<file path="config.mk">
export PLATFORM = sky130hd
export DESIGN_NAME = rws_walk
export DESIGN_NICKNAME = d
export VERILOG_FILES = /design/src/hdl/roulette_wheel_selector_top_assert.svh /design/src/hdl/rws_pkg.sv /design/src/hdl/rws_walk.sv
export SDC_FILE = /design/constraint.sdc
export NUM_CORES = 1
export LEC_CHECK = 0
export BUFFER_PORTS_ARGS = -buffer_cell sky130_fd_sc_hd__buf_2
export CAP_MARGIN = 20
export CORE_ASPECT_RATIO = 1.4
export CORE_MARGIN = 2
export CORE_UTILIZATION = 59
export CTS_CLUSTER_DIAMETER = 50
export DETAILED_ROUTE_END_ITERATION = 6
export PLACE_DENSITY = 0.8
export SLEW_MARGIN = 20
export SYNTH_ARGS = -nofsm -noshare
export SYNTH_HDL_FRONTEND = slang
export SYNTH_SLANG_ARGS = --single-unit
</file>
<file path="constraint.sdc">
create_clock -name clk -period 4.8 [get_ports clk]
set_input_delay 0.48 -clock clk [delete_from_list [all_inputs] [get_ports clk]]
set_output_delay 0.48 -clock clk [all_outputs]
set_load 0.005 [all_outputs]
</file>
<file path="src/hdl/roulette_wheel_selector_top_assert.svh">
// Assertion macros shared by the selector RTL.
`ifndef ROULETTE_WHEEL_SELECTOR_TOP_ASSERT_SVH
`define ROULETTE_WHEEL_SELECTOR_TOP_ASSERT_SVH

// Same-cycle implication, checked outside reset.
`define RWS_ASSERT_NOW(label, ante, cons, msg) \
  label: assert property (@(posedge clk) disable iff (!rst_n) (ante) |-> (cons)) \
    else $error(msg);

// Next-cycle implication, checked outside reset.
`define RWS_ASSERT_NEXT(label, ante, cons, msg) \
  label: assert property (@(posedge clk) disable iff (!rst_n) (ante) |=> (cons)) \
    else $error(msg);

`endif

</file>
<file path="src/hdl/rws_pkg.sv">
package rws_pkg;

  localparam int MAX_GENOMES_DEF  = 256;
  localparam int FITNESS_BITS_DEF = 24;

  // Fixed field widths
  localparam int RAND_BITS = 16;
  localparam int TOTAL_W   = 32;
  localparam int POP_W     = 9;
  localparam int IDX_OUT_W = 8;
  localparam int FIT_IN_W  = 24;

  localparam logic [POP_W-1:0] POP_RESET = 9'd256;

  localparam logic FUNC_WRITE  = 1'b0;
  localparam logic FUNC_SELECT = 1'b1;

  // Control of the shared accumulate/compare unit
  typedef struct packed {
    logic clear;
    logic acc;
  } walk_ctl_t;

endpackage

</file>
<file path="src/hdl/rws_walk.sv">
module rws_walk #(
  parameter int MAX_GENOMES  = rws_pkg::MAX_GENOMES_DEF,
  parameter int FITNESS_BITS = rws_pkg::FITNESS_BITS_DEF
) (
  input  logic                         clk,
  input  rws_pkg::walk_ctl_t           ctl,
  input  logic [FITNESS_BITS-1:0]      add_val,
  input  logic [rws_pkg::TOTAL_W-1:0]  slice,
  output logic                         hit
);

  localparam int IDX_W = $clog2(MAX_GENOMES);
  localparam int CUM_W = FITNESS_BITS + IDX_W;
  localparam int CMP_W = (CUM_W > rws_pkg::TOTAL_W) ? CUM_W : rws_pkg::TOTAL_W;

  logic [CUM_W-1:0] cum_r;
  logic [CUM_W-1:0] cum_nxt;

  // One adder and one compare, reused for every entry of the walk
  assign cum_nxt = cum_r + CUM_W'(add_val);
  assign hit     = CMP_W'(cum_nxt) > CMP_W'(slice);

  always_ff @(posedge clk) begin
    if (ctl.clear) begin
      cum_r <= '0;
    end else if (ctl.acc) begin
      cum_r <= cum_nxt;
    end
  end

endmodule

</file>
==> results of run 1 <==
[area by class of cell]
type / count / share of cell area [%]
clock buffers: 7 / 2.087
clock inverters: 1 / 0.6506
inverters: 43 / 3.497
multi-input cells: 418 / 67.71
flip-flops and latches: 32 / 13.91
well taps: 74 / 2.006
repair buffers: 82 / 10.14
[path summary, 6_finish.rpt]
kind,start,to,slack [ns],cells past startpoint
setup / recovery,cum_r[0],hit,0.20,17
hold / removal,cum_r[20],cum_r[20],0.49,2
setup reg to reg,cum_r[0],cum_r[30],1.92,10
hold reg to reg,cum_r[20],cum_r[20],0.49,2
[cells in the mapped netlist, drive strengths merged (6+ instances only)]
cell / n / share of area (%)
a211oi: 10 / 2.3
a21o: 24 / 4.6
a21oi: 35 / 4.4
and2: 6 / 0.95
and3: 6 / 0.95
buf: 10 / 1.4
clkbuf: 15 / 1.5
dfxtp: 32 / 16
ha: 56 / 18
inv: 43 / 4.1
mux2: 6 / 1.7
mux2i: 10 / 2.5
nand2: 42 / 4.0
nand3: 12 / 1.5
nand4: 14 / 2.2
nor2: 39 / 3.7
nor2b: 9 / 1.4
nor3: 12 / 1.6
o211ai: 6 / 1.1
o21a: 7 / 1.3
o21ai: 23 / 2.9
or3: 7 / 1.1
xnor2: 17 / 3.8
xor2: 11 / 2.4
[routing by layer]
| layer | part of all wire [%] | up-vias | wire length, um |
|---|---|---|---|
| met5 | 0 | - | 0 |
| met4 | 5.0 | 0 | 568 |
| met3 | 3.7 | 43 | 429 |
| met2 | 53 | 134 | 6044 |
| met1 | 39 | 1926 | 4429 |
| li1 | - | 2038 | - |
[power by group]
| part | switching, mW | internal [mW] |
|---|---|---|
| combinational | 0.506 | 0.378 |
| sequential | 0.0333 | 0.308 |
| clock | 0.116 | 0.183 |
[cell families (layout without fill, tap and decap cells)]
kind of cell / Yosys count / after routing / synth area share (%)
adders and majority gates: 57 / 57 / 18.22
DFF: 32 / 32 / 16.19
muxes: 16 / 16 / 4.238
and+or+nand+nor: 163 / 163 / 20.27
xor gates and xnor gates: 28 / 28 / 6.198
buffers and inverters: 68 / 133 / 6.958
AOI/OAI and AO/OA: 154 / 154 / 27.93
[placed cells by master, fill, tap and decap left out, types with 4 or more instances in the layout]
cell and count:
nand2_1 42, buf_4 23, nor4_1 4, nand4_1 14, inv_1 43, a211oi_1 5, o21a_1 7, a211oi_2 4
and2_1 6, mux2_2 5, a21oi_1 35, xnor2_1 17, nor2_1 37, o21ai_0 20, o221ai_1 4, nor3_1 10
a31oi_1 5, clkbuf_8 7, dfxtp_1 31, xor2_1 11, nand3_1 12, buf_2 59, ha_1 55, o211ai_1 6
or3_1 6, and3_1 6, o311ai_0 5, a21o_1 24, nor2b_1 9, mux2i_1 10
[stage by stage]
step / cell area, um^2 / hold slack (ns)
floorplan: 3956 / 0.4292
global placement: 4395 / 0.4683
detailed placement: 4395 / 0.4694
CTS: 4523 / 0.4910
global route: 4616 / 0.5102
finish: 4616 / 0.4934
[tightest hold or removal path: stages, from the launching register on]
cell and delay (ns):
dfxtp_1 0.32, nand2_1 0.06, o31ai_1 0.07
[repair_timing]
| action | in CTS | in global routing |
|---|---|---|
| setup buffers | 0 | 1 |
| pin swaps | 3 | 8 |
| resized for setup | 1 | 19 |
| endpoints found under the setup margin | 1 | 1 |
| hold buffers | 0 | 0 |
==> impl_metrics.toml, run 1 <==
[logic_synthesis]
synth_cell_types = 62
async_flop_share_pct = 0
syn_inst = 518
avgSynthCellArea_um2 = 7.638
yosys_warnings = 0
synth-edff-count = 0
ys_ff_latch = 32
syn_nets = 634
ys_seq_area_share_pct = 16.19
synthesis.area_um2 = 3956
synth-main-ff-cell = "dfxtp_1"

[sta]
fin_crit_sh_pct = 95.78
finalCriticalPeriod_ns = 4.598
worst_clock_skew_ns = 0.002575
grt_setup_unrepaired = "false"
finalMaxSlewViolations = 0
fin_tns_setup_ns = 0
setup_violations = 0
tightest_slew_ns = 0.8621
slew_headroom_pct = 42.52
clock.fmax_ghz = 0.2175
hold_viol_final = 0
worst_slack_ns = 0.2023

[worst_setup_path]
max_stage_delay_ns = 0.58
required_ns = 4.32
worst-path-buf-inv = 3
worstSetupPathType = "reg2out"
slowest_stage = "or4_4"
startpoint_type = "register"
critPathArrivalTime_ns = 4.12
crit_path_end_kind = "output port"
crit_chain = "ha_4 > inv_1 > fa_2 > nand2b_4 > a211oi_4 > nor3_4 > or4_4 > a21oi_1 > xor2_1 > ha_1 > nand4_1 > or3_4 > nor2_2 > a2111oi_2 > buf_4 > a21oi_1 > buf_2"
timing.critical_path.mode_cell = "a21oi_1"
crit_fanout = 6
crit_family = "simple AND/OR/NAND/NOR gates"

[global_routing]
grt-busiest-layer = "met2"
first_global_vias = 4076
antenna_found_initial = 0
use_met3_pct = 3.700
grt_pass1_wl_um = 18490
met1_usage_pct = 33.44
grt_start_max_net_pins = 46
overflow = 0
grtUsageMet2_pct = 60.15
grt_use_total_pct = 32.02

[placement]
post-place-ws_ns = 0.05207
dp.cells = 648
io_buffers = 59
hpwlAfterDp_um = 9033
gp_congestion = 0.9388

[worst_hold_path]
hold_path_class = "reg2reg"

[cells_and_area]
reg.largest.list = "cum_r (32)"
largest_reg_flops = 32
fillCellCount = 545
top_register = "cum_r"
multi_input_area_um2 = 3126
antenna_cells = 0
regArea_um2 = 641.9
syn_to_final_growth_pct = 16.67
drive_above_1_share_pct = 20.24
fin_cells = 657
nets = 698
fin_util_pct = 70.74

[flow_run]
max-cap-violations = 0

[power_and_ir_drop]
powerDensity_nw_per_um2 = 330.3
power_mw = 1.525
p_leak_nw = 2.340
peakVddDrop_v = 0.0002160

[floorplanning]
die_w_um = 73.21
top_level_ports = 60
start_util_pct = 60.63
core_um2 = 6525
die-area_um2 = 7386
dieHeight_um = 100.9
num_rows = 35

[route]
drt_iter0_drc = 228
firstDrtPassIters = 4
routed_wl_um = 11470
ant_nets = 0
drc = 0
vias_per_cell = 6.303
wire_per_inst_um = 17.46
dr_total_vias = 4141

[clock_tree]
tritoncts = "done"
clock_latency_ns = 0.29
cts_buffer_depth = 2
cts_root_buf = "clkbuf_8"
cts.htree.levels = 2
numCtsBuffers = 5
clk_pin_slew_ns = 0.07
cts.sinks = 32

[outcome]
outcome = "finished clean"
No activity file was read; power rests on OpenSTA's default activity.
==> run 2, diff against run 1 <==
--- a/config.mk
+++ b/config.mk
@@ -7,7 +7,7 @@
 export LEC_CHECK = 0
 export BUFFER_PORTS_ARGS = -buffer_cell sky130_fd_sc_hd__buf_2
 export CAP_MARGIN = 20
-export CORE_ASPECT_RATIO = 1.4
+export CORE_ASPECT_RATIO = 0.7
 export CORE_MARGIN = 2
 export CORE_UTILIZATION = 59
 export CTS_CLUSTER_DIAMETER = 50
==> run 2 against run 1 <==
Against the previous run:
- first-iteration DRC count grew 45%
- cell area shrank 1.3%
- die area is essentially flat
- critical path depth is the same
- cell count grew 1.2%
- global-route usage is essentially flat
- sequential share of layout area grew 0.18 points
- combinational power is essentially flat
- power grew 0.69%
- clock skew grew 0.0082 ns
- clock power grew 2%
- critical endpoint unchanged
- highest routed layer unchanged
==> impl_metrics.toml, run 2 (synthesized netlist as in run 1, its figures left out) <==
[placement]
gp_congestion = 1.098
post-place-ws_ns = 0.02238
io_buffers = 59
hpwlAfterDp_um = 9121

[clock_tree]
clk_pin_slew_ns = 0.08
cts.sinks = 32
tritoncts = "done"
cts_hold_buffers = 0
cts_buffer_depth = 2
cts_root_buf = "clkbuf_8"
cts.htree.levels = 2
numCtsBuffers = 5
clock_latency_ns = 0.30

[worst_hold_path]
hp-start = "cum_r[20]"
min_to = "cum_r[20]"
whs_path_depth = 2
hold_path_class = "reg2reg"

[cells_and_area]
drive_above_1_share_pct = 18.82
regArea_um2 = 641.9
final_cell_mix = "59 x buf_2, 54 x ha_1, 43 x inv_1"
antenna_cells = 0
nets = 689
largest_reg_flops = 32
multi_input_area_um2 = 3113
fin_util_pct = 71.58
final_common_cell = "buf_2"
top_register = "cum_r"
reg.largest.list = "cum_r (32)"
syn_to_final_growth_pct = 15.18
fillCellCount = 551

[route]
dr_wl_met2_um = 4777
ant_nets = 0
dr_wl_met3_um = 1310
wire_per_inst_um = 17.40
wl_met1_um = 5290
drt_iter0_drc = 330
dr_total_vias = 4169
firstDrtPassIters = 6
highest_layer = "met4"
routed_wl_um = 11570
drc = 0
vias_per_cell = 6.269

[sta]
tightest_slew_ns = 0.8116
whs_ns = 0.4707
setup_violations = 0
worst_slack_ns = 0.1757
worst_clock_skew_ns = 0.01077
fin_crit_sh_pct = 96.34
finalCriticalPeriod_ns = 4.624
clock.fmax_ghz = 0.2162
fin_tns_setup_ns = 0
finalMaxSlewViolations = 0
hold_viol_final = 0
grt_setup_unrepaired = "false"
slew_headroom_pct = 45.90

[power_and_ir_drop]
powerDensity_nw_per_um2 = 336.9
p_leak_nw = 2.288
power_mw = 1.535
peakVddDrop_v = 0.0001830

[worst_setup_path]
reg2reg_depth = 9
worstSetupPathType = "reg2out"
crit-reg2reg-launch = "cum_r[0]"
crit_fanout = 6
rr_endpoint = "cum_r[30]"
critPathArrivalTime_ns = 4.14
crit_path_end_kind = "output port"
required_ns = 4.32
r2r_slack_ns = 2.03
startpoint_type = "register"

[floorplanning]
die_w_um = 101.9
num_rows = 24
start_util_pct = 62.15
die-area_um2 = 7387
top_level_ports = 60
core_um2 = 6366
dieHeight_um = 72.51

[global_routing]
overflow = 0
grt_use_total_pct = 32.06
first_global_vias = 3907
antenna_found_initial = 0
grt_start_max_net_pins = 46
grt_pass1_wl_um = 18650

[outcome]
outcome = "finished clean"

[flow_run]
max-cap-violations = 0
run 2: cell type report:
cell class,count,area share [%]
tap,91,2.499
sequential,32,14.09
timing repair buffer,73,8.786
clock inverter,1,0.6590
clock buffer,7,2.114
multi-input combinational,418,68.31
inverter,43,3.542
run 2: repair_timing:
action,in CTS,in global routing
setup endpoints to repair,1,1
pin swaps,2,6
resized for setup,3,14
setup buffers,0,0
run 2: worst max-delay path by stage:
stage / startpoint / slack, ns / cells after the start / to
5_1_grt: cum_r[2] / 0.01 / 16 / hit
6_report: cum_r[0] / 0.18 / 17 / hit
2_1_floorplan: add_val[0] / 0.63 / 15 / hit
4_1_cts: cum_r[0] / 0.02 / 19 / hit
3_5_place_dp: add_val[0] / 0.02 / 18 / hit
3_3_place_gp: add_val[0] / 0.15 / 18 / hit
run 2: where the power goes:
| group | total, mW | switching (mW) | internal, mW | leakage (nW) |
|---|---|---|---|---|
| sequential | 0.344 | 0.0358 | 0.308 | 0.264 |
| clock | 0.306 | 0.123 | 0.184 | 0.0645 |
| combinational | 0.885 | 0.517 | 0.368 | 1.96 |
run 2: per-layer routing:
| metal | vias to the layer above | GRT usage [%] |
|---|---|---|
| met5 | - | 0 |
| met1 | 1904 | 45.31 |
| li1 | 2021 | - |
| met2 | 209 | 48.46 |
| met3 | 35 | 10.31 |
| met4 | 0 | 5.630 |
run 2: through the flow:
| stage | cells | area, um^2 |
|---|---|---|
| 2_1_floorplan | 518 | 3956 |
| 3_3_place_gp | 657 | 4357 |
| 3_5_place_dp | 657 | 4357 |
| 4_1_cts | 665 | 4489 |
| 5_1_grt | 665 | 4557 |
| 6_report | 665 | 4557 |
run 2: worst max-delay path, cell delays in order, from the launching register on:
cell       delay, ns
dfxtp_2         0.35
ha_4            0.15
inv_1           0.06
fa_2            0.36
nand2b_4        0.17
a211oi_4        0.29
nor3_2          0.11
or4_4           0.59
nand2_1         0.11
xor2_1          0.17
ha_1            0.27
a21o_1          0.16
a211oi_1        0.21
o21ai_0         0.10
a2111oi_1       0.35
buf_4           0.18
a21oi_1         0.07
buf_2           0.14
